<file path="config.mk">
export PLATFORM = sky130hd
export DESIGN_NAME = ycbcr_to_rgba_pixel_converter_flat
export DESIGN_NICKNAME = d
export VERILOG_FILES = /design/src/rtl/core/ycc2rgb_pkg.sv /design/src/rtl/core/ycc2rgb_in_if.sv /design/src/rtl/core/ycc2rgb_out_if.sv /design/src/rtl/core/ycc2rgb_cfg.sv /design/src/rtl/core/ycc2rgb_matrix.sv /design/src/rtl/core/ycbcr_to_rgba_pixel_converter.sv /design/src/flat_wrapper.sv
export SDC_FILE = /design/constraint.sdc
export NUM_CORES = 1
export LEC_CHECK = 0
export BUFFER_PORTS_ARGS = -buffer_cell sky130_fd_sc_hd__buf_2
export CAP_MARGIN = 10
export CORE_MARGIN = 1.5
export CORE_UTILIZATION = 50
export CTS_CLUSTER_SIZE = 14
export DETAILED_ROUTE_END_ITERATION = 12
export HOLD_SLACK_MARGIN = 0.1
export PLACE_DENSITY = 0.71
export SLEW_MARGIN = 20
export SYNTH_ARGS = -nofsm -noshare
export SYNTH_HDL_FRONTEND = slang
export SYNTH_SLANG_ARGS = --single-unit
</file>
<file path="constraint.sdc">
create_clock -name clk_i -period 7.7 [get_ports clk_i]
set_input_delay 1.925 -clock clk_i [delete_from_list [all_inputs] [get_ports clk_i]]
set_output_delay 1.925 -clock clk_i [all_outputs]
set_load 0.01 [all_outputs]
</file>
<file path="src/rtl/core/ycc2rgb_pkg.sv">
// Shared types, widths and coefficient helpers for the YCbCr to RGBA converter.
package ycc2rgb_pkg;

  localparam int WORD_W      = 16;
  localparam int SAMPLE_W    = 10;
  localparam int CHROMA_W    = SAMPLE_W + 1;
  localparam int CHAN_W      = 8;
  localparam int DATA_W      = 32;
  localparam int ADDR_W      = 2;
  localparam int P010_SHIFT  = 6;

  localparam int COEF_FRAC_BITS_DEF = 14;

  localparam logic [CHROMA_W-1:0] OFFSET_8BIT = CHROMA_W'(128);
  localparam logic [CHROMA_W-1:0] OFFSET_P010 = CHROMA_W'(512);
  localparam logic [CHAN_W-1:0]   CHANNEL_MAX = 8'hFF;

  // Register byte addresses.
  localparam logic [ADDR_W-1:0] REG_MODE_ADDR = '0;

  // Coefficients in millionths.
  localparam longint MICRO_CR_R = 1402000;
  localparam longint MICRO_CB_G = 344136;
  localparam longint MICRO_CR_G = 714136;
  localparam longint MICRO_CB_B = 1772000;

  typedef enum logic {
    FMT_8BIT = 1'b0,
    FMT_P010 = 1'b1
  } sample_fmt_e;

  // One decoded pixel: luma as an unsigned sample, chroma centered on zero.
  typedef struct packed {
    logic [SAMPLE_W-1:0]        y;
    logic signed [CHROMA_W-1:0] cb;
    logic signed [CHROMA_W-1:0] cr;
    sample_fmt_e                fmt;
  } ycc_sample_t;

  typedef struct packed {
    logic [CHAN_W-1:0] red;
    logic [CHAN_W-1:0] green;
    logic [CHAN_W-1:0] blue;
  } rgb_pixel_t;

  // Round-half-up fixed-point coefficient with the given fraction bits.
  function automatic longint coef_q(longint micro, int frac);
    return (micro * (longint'(1) << frac) + 500000) / 1000000;
  endfunction

endpackage

</file>
<file path="src/rtl/core/ycc2rgb_in_if.sv">
// Input pixel channel: valid/ready handshake carrying three sample words.
interface ycc2rgb_in_if;
  import ycc2rgb_pkg::*;

  logic              valid;
  logic              ready;
  logic [WORD_W-1:0] luma_word;
  logic [WORD_W-1:0] cb_word;
  logic [WORD_W-1:0] cr_word;

  modport source (output valid, output luma_word, output cb_word, output cr_word,
                  input ready);
  modport sink   (input valid, input luma_word, input cb_word, input cr_word,
                  output ready);
endinterface

</file>
<file path="src/rtl/core/ycc2rgb_out_if.sv">
// Output pixel channel: valid/ready handshake carrying one RGBA pixel.
interface ycc2rgb_out_if;
  import ycc2rgb_pkg::*;

  logic              valid;
  logic              ready;
  logic [CHAN_W-1:0] red;
  logic [CHAN_W-1:0] green;
  logic [CHAN_W-1:0] blue;
  logic [CHAN_W-1:0] alpha;

  modport source (output valid, output red, output green, output blue, output alpha,
                  input ready);
  modport sink   (input valid, input red, input green, input blue, input alpha,
                  output ready);
endinterface

</file>
<file path="src/rtl/core/ycc2rgb_cfg.sv">
// APB-style register file holding the sample format mode.
module ycc2rgb_cfg (
  input  logic                           clk_i,
  input  logic                           rst_ni,
  input  logic                           psel,
  input  logic                           penable,
  input  logic                           pwrite,
  input  logic [ycc2rgb_pkg::ADDR_W-1:0] paddr,
  input  logic [ycc2rgb_pkg::DATA_W-1:0] pwdata,
  output logic [ycc2rgb_pkg::DATA_W-1:0] prdata,
  output logic                           pready,
  output ycc2rgb_pkg::sample_fmt_e       fmt_o
);
  import ycc2rgb_pkg::*;

  sample_fmt_e fmt_q, fmt_d;
  logic        wr_en;

  assign pready = 1'b1;
  assign wr_en  = psel && penable && pwrite && pready && (paddr == REG_MODE_ADDR);

  always_comb begin
    fmt_d = fmt_q;
    if (wr_en) begin
      fmt_d = sample_fmt_e'(pwdata[0]);
    end
  end

  always_ff @(posedge clk_i or negedge rst_ni) begin
    if (!rst_ni) begin
      fmt_q <= FMT_8BIT;
    end else begin
      fmt_q <= fmt_d;
    end
  end

  always_comb begin
    prdata = '0;
    if (paddr == REG_MODE_ADDR) begin
      prdata = {{(DATA_W-1){1'b0}}, fmt_q};
    end
  end

  assign fmt_o = fmt_q;
endmodule

</file>
<file path="src/rtl/core/ycc2rgb_matrix.sv">
// Fixed-point color matrix with truncation and saturation of each channel.
module ycc2rgb_matrix #(
  parameter int COEF_FRAC_BITS = ycc2rgb_pkg::COEF_FRAC_BITS_DEF
) (
  input  ycc2rgb_pkg::ycc_sample_t sample_i,
  output ycc2rgb_pkg::rgb_pixel_t  pixel_o
);
  import ycc2rgb_pkg::*;

  localparam int CW = COEF_FRAC_BITS + 1;      // unsigned coefficient width
  localparam int PW = CW + 1 + CHROMA_W;       // signed product width
  localparam int AW = COEF_FRAC_BITS + 14;     // accumulator width

  localparam logic signed [CW:0] K_CR_R = {1'b0, CW'(coef_q(MICRO_CR_R, COEF_FRAC_BITS))};
  localparam logic signed [CW:0] K_CB_G = {1'b0, CW'(coef_q(MICRO_CB_G, COEF_FRAC_BITS))};
  localparam logic signed [CW:0] K_CR_G = {1'b0, CW'(coef_q(MICRO_CR_G, COEF_FRAC_BITS))};
  localparam logic signed [CW:0] K_CB_B = {1'b0, CW'(coef_q(MICRO_CB_B, COEF_FRAC_BITS))};

  logic signed [AW-1:0] base;
  logic signed [PW-1:0] p_cr_r, p_cb_g, p_cr_g, p_cb_b;
  logic signed [AW-1:0] acc_r, acc_g, acc_b;

  // Negative sums go to zero; P010 results drop two more bits to land in 0..255.
  function automatic logic [CHAN_W-1:0] saturate(logic signed [AW-1:0] acc,
                                                  sample_fmt_e fmt);
    logic signed [AW-1:0] sh;
    logic [CHAN_W-1:0]    res;
    sh = (fmt == FMT_P010) ? (acc >>> (COEF_FRAC_BITS + 2)) : (acc >>> COEF_FRAC_BITS);
    if (acc[AW-1]) begin
      res = '0;
    end else if (|sh[AW-1:CHAN_W]) begin
      res = CHANNEL_MAX;
    end else begin
      res = sh[CHAN_W-1:0];
    end
    return res;
  endfunction

  assign base   = $signed(AW'(sample_i.y) << COEF_FRAC_BITS);
  assign p_cr_r = K_CR_R * sample_i.cr;
  assign p_cb_g = K_CB_G * sample_i.cb;
  assign p_cr_g = K_CR_G * sample_i.cr;
  assign p_cb_b = K_CB_B * sample_i.cb;

  assign acc_r = base + AW'(p_cr_r);
  assign acc_g = base - AW'(p_cb_g) - AW'(p_cr_g);
  assign acc_b = base + AW'(p_cb_b);

  assign pixel_o.red   = saturate(acc_r, sample_i.fmt);
  assign pixel_o.green = saturate(acc_g, sample_i.fmt);
  assign pixel_o.blue  = saturate(acc_b, sample_i.fmt);
endmodule

</file>
<file path="src/rtl/core/ycbcr_to_rgba_pixel_converter.sv">
// Top level of the full-range BT.601 YCbCr to RGBA pixel converter.
//
// Pixels arrive on pix_in_i as three 16-bit sample words and leave on pix_out_o
// as an RGBA pixel with alpha fixed at 255. Both channels use valid/ready; a
// transfer happens on a clock edge where both are high.
// The mode register at byte address 0 selects 8-bit samples (bits 7:0, chroma
// offset 128) or P010 words (bits 15:6, chroma offset 512). It is written over
// the APB-style port and should only change while no pixels are in flight.
// The block is a two-register pipeline: the input register holds the decoded
// samples, the color matrix and saturation sit between it and the result
// register. An input transfer loads the input register, and the result register
// then drives valid on the output. One pixel is accepted every cycle while the
// receiver does not stall.
// When the receiver stalls, the result register holds its pixel and the input
// register fills; pix_in_i.ready drops only once both are occupied.
// Reset empties both pipeline registers and sets the mode to 8-bit.
module ycbcr_to_rgba_pixel_converter #(
  parameter int COEF_FRAC_BITS = ycc2rgb_pkg::COEF_FRAC_BITS_DEF
) (
  input  logic                           clk_i,
  input  logic                           rst_ni,
  ycc2rgb_in_if.sink                     pix_in_i,
  ycc2rgb_out_if.source                  pix_out_o,
  input  logic                           psel,
  input  logic                           penable,
  input  logic                           pwrite,
  input  logic [ycc2rgb_pkg::ADDR_W-1:0] paddr,
  input  logic [ycc2rgb_pkg::DATA_W-1:0] pwdata,
  output logic [ycc2rgb_pkg::DATA_W-1:0] prdata,
  output logic                           pready
);
  import ycc2rgb_pkg::*;

  sample_fmt_e fmt;
  ycc_sample_t dec_d, dec_q;
  rgb_pixel_t  pix_d, pix_q;
  logic        s1_v_q, s1_v_d;
  logic        out_v_q, out_v_d;
  logic        s1_ready, s2_ready;
  logic [SAMPLE_W-1:0] y_s, cb_s, cr_s;
  logic [CHROMA_W-1:0] offset;

  ycc2rgb_cfg u_cfg (
    .clk_i   (clk_i),
    .rst_ni  (rst_ni),
    .psel    (psel),
    .penable (penable),
    .pwrite  (pwrite),
    .paddr   (paddr),
    .pwdata  (pwdata),
    .prdata  (prdata),
    .pready  (pready),
    .fmt_o   (fmt)
  );

  // Sample decode ahead of the input register.
  always_comb begin
    if (fmt == FMT_P010) begin
      y_s    = pix_in_i.luma_word[WORD_W-1:P010_SHIFT];
      cb_s   = pix_in_i.cb_word[WORD_W-1:P010_SHIFT];
      cr_s   = pix_in_i.cr_word[WORD_W-1:P010_SHIFT];
      offset = OFFSET_P010;
    end else begin
      y_s    = SAMPLE_W'(pix_in_i.luma_word[CHAN_W-1:0]);
      cb_s   = SAMPLE_W'(pix_in_i.cb_word[CHAN_W-1:0]);
      cr_s   = SAMPLE_W'(pix_in_i.cr_word[CHAN_W-1:0]);
      offset = OFFSET_8BIT;
    end
    dec_d.y   = y_s;
    dec_d.cb  = $signed({1'b0, cb_s} - offset);
    dec_d.cr  = $signed({1'b0, cr_s} - offset);
    dec_d.fmt = fmt;
  end

  ycc2rgb_matrix #(
    .COEF_FRAC_BITS (COEF_FRAC_BITS)
  ) u_matrix (
    .sample_i (dec_q),
    .pixel_o  (pix_d)
  );

  assign s2_ready       = !out_v_q || pix_out_o.ready;
  assign s1_ready       = !s1_v_q || s2_ready;
  assign pix_in_i.ready = s1_ready;

  assign s1_v_d  = s1_ready ? pix_in_i.valid : s1_v_q;
  assign out_v_d = s2_ready ? s1_v_q : out_v_q;

  always_ff @(posedge clk_i or negedge rst_ni) begin
    if (!rst_ni) begin
      s1_v_q  <= 1'b0;
      out_v_q <= 1'b0;
    end else begin
      s1_v_q  <= s1_v_d;
      out_v_q <= out_v_d;
    end
  end

  always_ff @(posedge clk_i) begin
    if (pix_in_i.valid && s1_ready) begin
      dec_q <= dec_d;
    end
    if (s1_v_q && s2_ready) begin
      pix_q <= pix_d;
    end
  end

  assign pix_out_o.valid = out_v_q;
  assign pix_out_o.red   = pix_q.red;
  assign pix_out_o.green = pix_q.green;
  assign pix_out_o.blue  = pix_q.blue;
  assign pix_out_o.alpha = CHANNEL_MAX;
endmodule
</file>
<file path="src/flat_wrapper.sv">
// flat-port wrapper written by rule: the top's interface ports become plain ports
module ycbcr_to_rgba_pixel_converter_flat import ycc2rgb_pkg::*;
#(
  parameter int COEF_FRAC_BITS = ycc2rgb_pkg::COEF_FRAC_BITS_DEF
)
  (clk_i, rst_ni, psel, penable, pwrite, paddr, pwdata, prdata, pready, pix_in_i_valid, pix_in_i_luma_word, pix_in_i_cb_word, pix_in_i_cr_word, pix_in_i_ready, pix_out_o_valid, pix_out_o_red, pix_out_o_green, pix_out_o_blue, pix_out_o_alpha, pix_out_o_ready);
  ycc2rgb_in_if pix_in_i_i ();
  ycc2rgb_out_if pix_out_o_i ();
  input  logic clk_i;
  input  logic rst_ni;
  input  logic psel;
  input  logic penable;
  input  logic pwrite;
  input  logic [ycc2rgb_pkg::ADDR_W-1:0] paddr;
  input  logic [ycc2rgb_pkg::DATA_W-1:0] pwdata;
  output logic [ycc2rgb_pkg::DATA_W-1:0] prdata;
  output logic pready;
  input wire logic [$bits(pix_in_i_i.valid)-1:0] pix_in_i_valid;
  input wire logic [$bits(pix_in_i_i.luma_word)-1:0] pix_in_i_luma_word;
  input wire logic [$bits(pix_in_i_i.cb_word)-1:0] pix_in_i_cb_word;
  input wire logic [$bits(pix_in_i_i.cr_word)-1:0] pix_in_i_cr_word;
  output wire logic [$bits(pix_in_i_i.ready)-1:0] pix_in_i_ready;
  output wire logic [$bits(pix_out_o_i.valid)-1:0] pix_out_o_valid;
  output wire logic [$bits(pix_out_o_i.red)-1:0] pix_out_o_red;
  output wire logic [$bits(pix_out_o_i.green)-1:0] pix_out_o_green;
  output wire logic [$bits(pix_out_o_i.blue)-1:0] pix_out_o_blue;
  output wire logic [$bits(pix_out_o_i.alpha)-1:0] pix_out_o_alpha;
  input wire logic [$bits(pix_out_o_i.ready)-1:0] pix_out_o_ready;
  assign pix_in_i_i.valid = pix_in_i_valid;
  assign pix_in_i_i.luma_word = pix_in_i_luma_word;
  assign pix_in_i_i.cb_word = pix_in_i_cb_word;
  assign pix_in_i_i.cr_word = pix_in_i_cr_word;
  assign pix_in_i_ready = pix_in_i_i.ready;
  assign pix_out_o_valid = pix_out_o_i.valid;
  assign pix_out_o_red = pix_out_o_i.red;
  assign pix_out_o_green = pix_out_o_i.green;
  assign pix_out_o_blue = pix_out_o_i.blue;
  assign pix_out_o_alpha = pix_out_o_i.alpha;
  assign pix_out_o_i.ready = pix_out_o_ready;
  ycbcr_to_rgba_pixel_converter #(.COEF_FRAC_BITS(COEF_FRAC_BITS)) u_core (.clk_i(clk_i), .rst_ni(rst_ni), .pix_in_i(pix_in_i_i), .pix_out_o(pix_out_o_i), .psel(psel), .penable(penable), .pwrite(pwrite), .paddr(paddr), .pwdata(pwdata), .prdata(prdata), .pready(pready));
endmodule
</file>
==> flow_summary.toml, run 1 <==
[timing]
fin_worst_skew_ns = 0.0141
setup_ws_ns = 0.271
period_share = 0.965
hold_viol_final = 0
finalSetupViolCount = 0
slew_headroom = 0.336
period_needed_ns = 7.43
tightest_slew_ns = 0.997
slew_viol_final = 0
fmax_mhz = 135
whs_ns = 0.503

[place]
preCtsSetupSlack_ns = 0.0906
hpwl_um = 26600
numPortBuffers = 84
place_congestion = 0.927

[yosys]
synth_cells = 1485
synthArstFlopShare = 0.0500
yosys-top-cells-area = "ha_1, fa_1, edfxtp_1, inv_1, xnor2_1"
yosysTopAreaCell = "ha_1"
synth_area_um2 = 14300
ys_warn_count = 0
synth_top_area_frac = 0.280
synth_edf_count = 57
yosysUniqueCellTypes = 77
synth-main-ff-cell = "edfxtp_1"
yosysSeqAreaShare = 0.125
synth.ff_latch_count = 60
avgSynthCellArea_um2 = 9.61

[setup_path]
worstSetupEndpointType = "flop"
cp_max_fo = 8
start_kind = "flop"
cp.arrival_ns = 7.51
reg2reg_slack_ns = 0.27
criticalPathCategory = "flop to flop"
crit_required_ns = 7.78

[global_route]
grt_pass1_vias = 10400
grt_start_max_net_pins = 37
gr-total-overflow = 0
grt_pass1_wl_um = 50200
track_usage = 0.219
antenna_found_initial = 0

[floorplanning]
start_util = 0.511
fp-row-count = 61
die_w_um = 172
die_h_um = 172
ios = 156
dieArea_um2 = 29600
core_area_um2 = 27900

[drt]
first_pass_iters = 5
drc = 0
drt_iter0_markers = 509
vias = 10400
postRouteAntennaNets = 0
drt-wirelength-per-cell_um = 15.7
drt-total-wl_um = 31200
routed_via_density = 5.24

[clock_tree]
cts_buffers = 9
cts_sinks = 60
htreeDepth = 3
cts_root_buffer = "clkbuf_16"
hold_buffers = 0
clk_pin_slew_worst_paths_ns = 0.07
cts_tree = "yes"
clock_latency_ns = 0.36
clock_path_buffers = 2

[hold_path]
hp-class = "flop to flop"

[final_layout]
antenna_cells = 0
final_util = 0.564
area_growth_pct = 10.3
drive_above_1_share = 0.139
mostFrequentLayoutCells = "inv_1, ha_1, fa_1"
fin_nets = 2163
layout_commonest_cell = "inv_1"

[run_status]
status = "finished clean"

[job]
cap_violations = 0
==> layer usage <==
layer,global-route usage,share of wire,vias up
li1,-,-,5141
met1,0.278,0.43,5033
met2,0.394,0.51,171
met3,0.0211,0.033,49
met4,0.0650,0.026,0
met5,0,0,-
==> metrics by stage <==
step           instance area [µm²]  std cells  TNS, ns
2_1_floorplan                14400       1523        0
3_3_place_gp                 15200       1960        0
3_5_place_dp                 15200       1960        0
4_1_cts                      15500       1976        0
5_1_grt                      15800       1984  -0.0725
6_report                     15800       1984        0
==> area by class of cell <==
class | count | area [µm²]
well taps | 378 | 473
repair buffers | 120 | 691
fillers | 2497 | 12200
flip-flops and latches | 60 | 1790
multi-input cells | 1082 | 11200
inverters | 328 | 1230
clock inverters | 7 | 98.8
clock buffers | 9 | 225
==> sequential cells by signal, summed over array words and instances, names as in the netlist <==
name,count
u_core.pix_out_o.blue,8
u_core.s1_v_q,1
u_core.u_cfg.fmt_o,1
u_core.pix_out_o.valid,1
u_core.pix_out_o.red,8
u_core.dec_q,33
u_core.pix_out_o.green,8
==> path summary, 6_finish.rpt <==
path / start / depth (start not counted) / end
max in group asynchronous: rst_ni / 1 / u_core.s1_v_q
hold reg to reg: u_core.s1_v_q / 1 / u_core.pix_out_o.valid
hold / removal: u_core.s1_v_q / 1 / u_core.pix_out_o.valid
setup reg to reg: u_core.dec_q[8] / 27 / u_core.pix_out_o.green[4]
setup / recovery: u_core.dec_q[8] / 27 / u_core.pix_out_o.green[4]
min in group asynchronous: rst_ni / 1 / u_core.u_cfg.fmt_o
==> synthesized netlist by cell type (3+ instances only) <==
cell / instances
nand2_1: 41
dfrtp_1: 3
o211ai_2: 4
nor2b_1: 11
o211ai_1: 5
o22ai_1: 10
xor2_1: 23
or2_2: 4
nand3_1: 16
a31oi_1: 7
o21ai_1: 16
or3_1: 5
o21a_1: 12
nand3b_1: 3
nand2b_1: 13
fa_1: 154
nor4_1: 4
ha_1: 319
nor2_1: 59
a21oi_1: 84
mux2i_1: 6
o21bai_1: 8
edfxtp_1: 57
a21oi_2: 4
nor3_1: 20
a211o_1: 3
a21o_1: 25
clkbuf_1: 9
buf_4: 40
a211oi_1: 14
mux2_2: 23
nand4_1: 12
inv_1: 325
o21ai_0: 23
xnor2_1: 52
and2_1: 9
and3_1: 11
==> kinds of logic after synthesis <==
| family | Yosys count | share of synthesized area |
|---|---|---|
| adders and majority gates | 473 | 0.496 |
| buffers and inverters | 381 | 0.111 |
| AOI/OAI and AO/OA | 248 | 0.122 |
| and+or+nand+nor | 215 | 0.0752 |
| xor gates and xnor gates | 76 | 0.0472 |
| DFF | 60 | 0.125 |
| muxes | 30 | 0.0231 |
| other | 2 | 0.000526 |
==> timing repair <==
item	CTS	global route
setup buffers	0	8
gates resized for setup	0	36
setup endpoints to repair	0	16
==> critical path, cell delays in order (launching register included) <==
cell	delay [ns]
edfxtp_1	0.50
ha_1	0.31
inv_1	0.20
fa_1	0.57
inv_1	0.07
fa_1	0.48
fa_1	0.58
inv_1	0.06
fa_1	0.53
inv_1	0.04
ha_1	0.30
inv_1	0.17
nor2_1	0.07
o21ai_1	0.16
nor2b_1	0.18
xnor2_1	0.10
fa_1	0.50
inv_1	0.05
ha_1	0.33
a21o_1	0.17
a21o_1	0.17
a21o_1	0.22
o311ai_4	0.28
nand3_2	0.15
o41ai_4	0.45
nand4_1	0.20
nand3_4	0.20
a211oi_2	0.10
Power of run 1 is not shown: default switching activity piles up to over one toggle a cycle in this logic, so the estimate is an artifact.
==> run 2, diff against run 1 <==
- PLACE_DENSITY: 0.71 -> not set
- PLACE_DENSITY_LB_ADDON: not set -> 0.3
- clock period: 7.7 -> 6.65 ns (I/O delays scaled with it)
==> run 2 against run 1 <==
  * Clock skew grew 0.0080 ns
  * The flow now finishes with violations (setup timing)
  * Register-to-register slack lost 0.60 ns
  * Count of clock-buffer cells in the layout is the same
  * Sequential cell count is the same
  * Global-route usage grew 3.1 points
  * Setup slack lost 0.60 ns
  * Non-clock buffer count grew 200
  * Design area grew 15%
  * Sequential share of layout area shrank 1.4 points
  * Via count grew 8.5%
  * First-iteration DRC count grew 6.9%
==> flow_summary.toml, run 2 (synthesis gave the netlist of run 1 again) <==
[hold_path]
hp-class = "flop to flop"
min_to = "u_core.pix_out_o.valid"
min_from = "u_core.s1_v_q"
hold_depth = 1

[global_route]
track_usage = 0.250
grt_pass1_wl_um = 57100
gr-total-overflow = 0
grt_pass1_vias = 11800
grt_start_max_net_pins = 38
antenna_found_initial = 1

[clock_tree]
cts_root_buffer = "clkbuf_16"
clk_pin_slew_worst_paths_ns = 0.07
htreeDepth = 3
clock_latency_ns = 0.38
cts_tree = "yes"
cts_sinks = 60
clock_path_buffers = 2
hold_buffers = 0
cts_buffers = 9

[setup_path]
reg2reg_from = "u_core.dec_q[7]"
worstSetupEndpointType = "flop"
start_kind = "flop"
reg2reg_slack_ns = -0.33
worst-r2r-cell-count = 32
cp-startpoint = "u_core.dec_q[7]"
reg2reg_to = "u_core.pix_out_o.green[2]"
criticalPathCategory = "flop to flop"
slowest_stage = "fa_2"
cp_max_fo = 8
max_stage_delay_ns = 0.52
cp.arrival_ns = 7.18
crit_required_ns = 6.85

[floorplanning]
core_area_um2 = 27900
dieArea_um2 = 29600
die_h_um = 172
start_util = 0.511
ios = 156
fp-row-count = 61
die_w_um = 172

[drt]
first_pass_iters = 4
drt-wirelength-per-cell_um = 16.5
drc = 0
routed_via_density = 5.17
drt-total-wl_um = 36000
vias = 11300
drt_iter0_markers = 544
postRouteAntennaNets = 0

[run_status]
violations = "setup timing"
status = "finished with violations"

[place]
numPortBuffers = 84
place_congestion = 0.925
hpwl_um = 29000

[timing]
slew_headroom = 0.360
whs_ns = 0.509
finalSetupViolCount = 16
fin_worst_skew_ns = 0.0221
fmax_mhz = 143
period_share = 1.05
tightest_slew_ns = 0.960
setup_ws_ns = -0.332
rsz0062_at_grt = "yes"
period_needed_ns = 6.98
slew_viol_final = 0
hold_viol_final = 0

[final_layout]
largest-register = "u_core.dec_q"
final_util = 0.647
area_growth_pct = 26.6
layout_commonest_cell = "inv_1"
drive_above_1_share = 0.303
fin_nets = 2363
largest_reg_flops = 33
mostFrequentLayoutCells = "inv_1, ha_1, buf_4"
antenna_cells = 0

[job]
cap_violations = 0
==> run 2: cell count changes in the layout (fill, tap and decap cells not counted), sizes merged <==
cell | previous run | this run
bufinv | 2 | 0
inv | 328 | 331
buf | 120 | 320
clkinv | 3 | 2
==> run 2: area by class of cell <==
type	count	area [µm²]
flip-flops and latches	60	1790
inverters	328	1240
fillers	2225	9870
multi-input cells	1082	12000
clock buffers	9	225
repair buffers	320	2250
well taps	378	473
clock inverters	7	55.1
==> run 2: worst max-delay path, delay by kind of cell (launching register included) <==
family                     cells  cell delay, ns
adders and majority gates      8            3.25
AOI/OAI and AO/OA             11            1.87
and+or+nand+nor                5            0.52
buffers and inverters          7            0.60
DFF                            1            0.47
xor gates and xnor gates       1            0.10
==> run 2: per-stage QoR <==
step / setup TNS (ns) / area (µm²) / worst slack [ns] / cells
detailed placement: -7.88 / 16800 / -0.510 / 2129
global placement: -5.53 / 16800 / -0.376 / 2129
floorplan: -0.569 / 14800 / -0.0730 / 1523
CTS: -5.10 / 17500 / -0.376 / 2166
finish: -4.48 / 18100 / -0.332 / 2184
global route: -9.36 / 18100 / -0.597 / 2184
==> run 2: how the worst max path moves through the flow <==
stage / endpoint / slack (ns) / cells after the start
2_1_floorplan: u_core.pix_out_o.green[0] / -0.07 / 29
3_3_place_gp: u_core.pix_out_o.red[7] / -0.38 / 30
3_5_place_dp: u_core.pix_out_o.red[2] / -0.51 / 30
4_1_cts: u_core.pix_out_o.green[6] / -0.38 / 30
5_1_grt: u_core.pix_out_o.green[2] / -0.60 / 32
6_report: u_core.pix_out_o.green[2] / -0.33 / 32
==> run 2: timing repair <==
action / in CTS / in global routing
setup buffers: 21 / 20
resized for setup: 59 / 83
setup endpoints to repair: 22 / 24
pin swaps: 76 / 73
==> run 2: metal layers <==
metal | vias up | share of wire | global-route usage
met3 | 50 | 0.047 | 0.0435
met2 | 255 | 0.48 | 0.420
met5 | - | 0 | 0
li1 | 5536 | - | -
met1 | 5441 | 0.45 | 0.332
met4 | 0 | 0.022 | 0.0684
Power of run 2 is left out for the same reason.
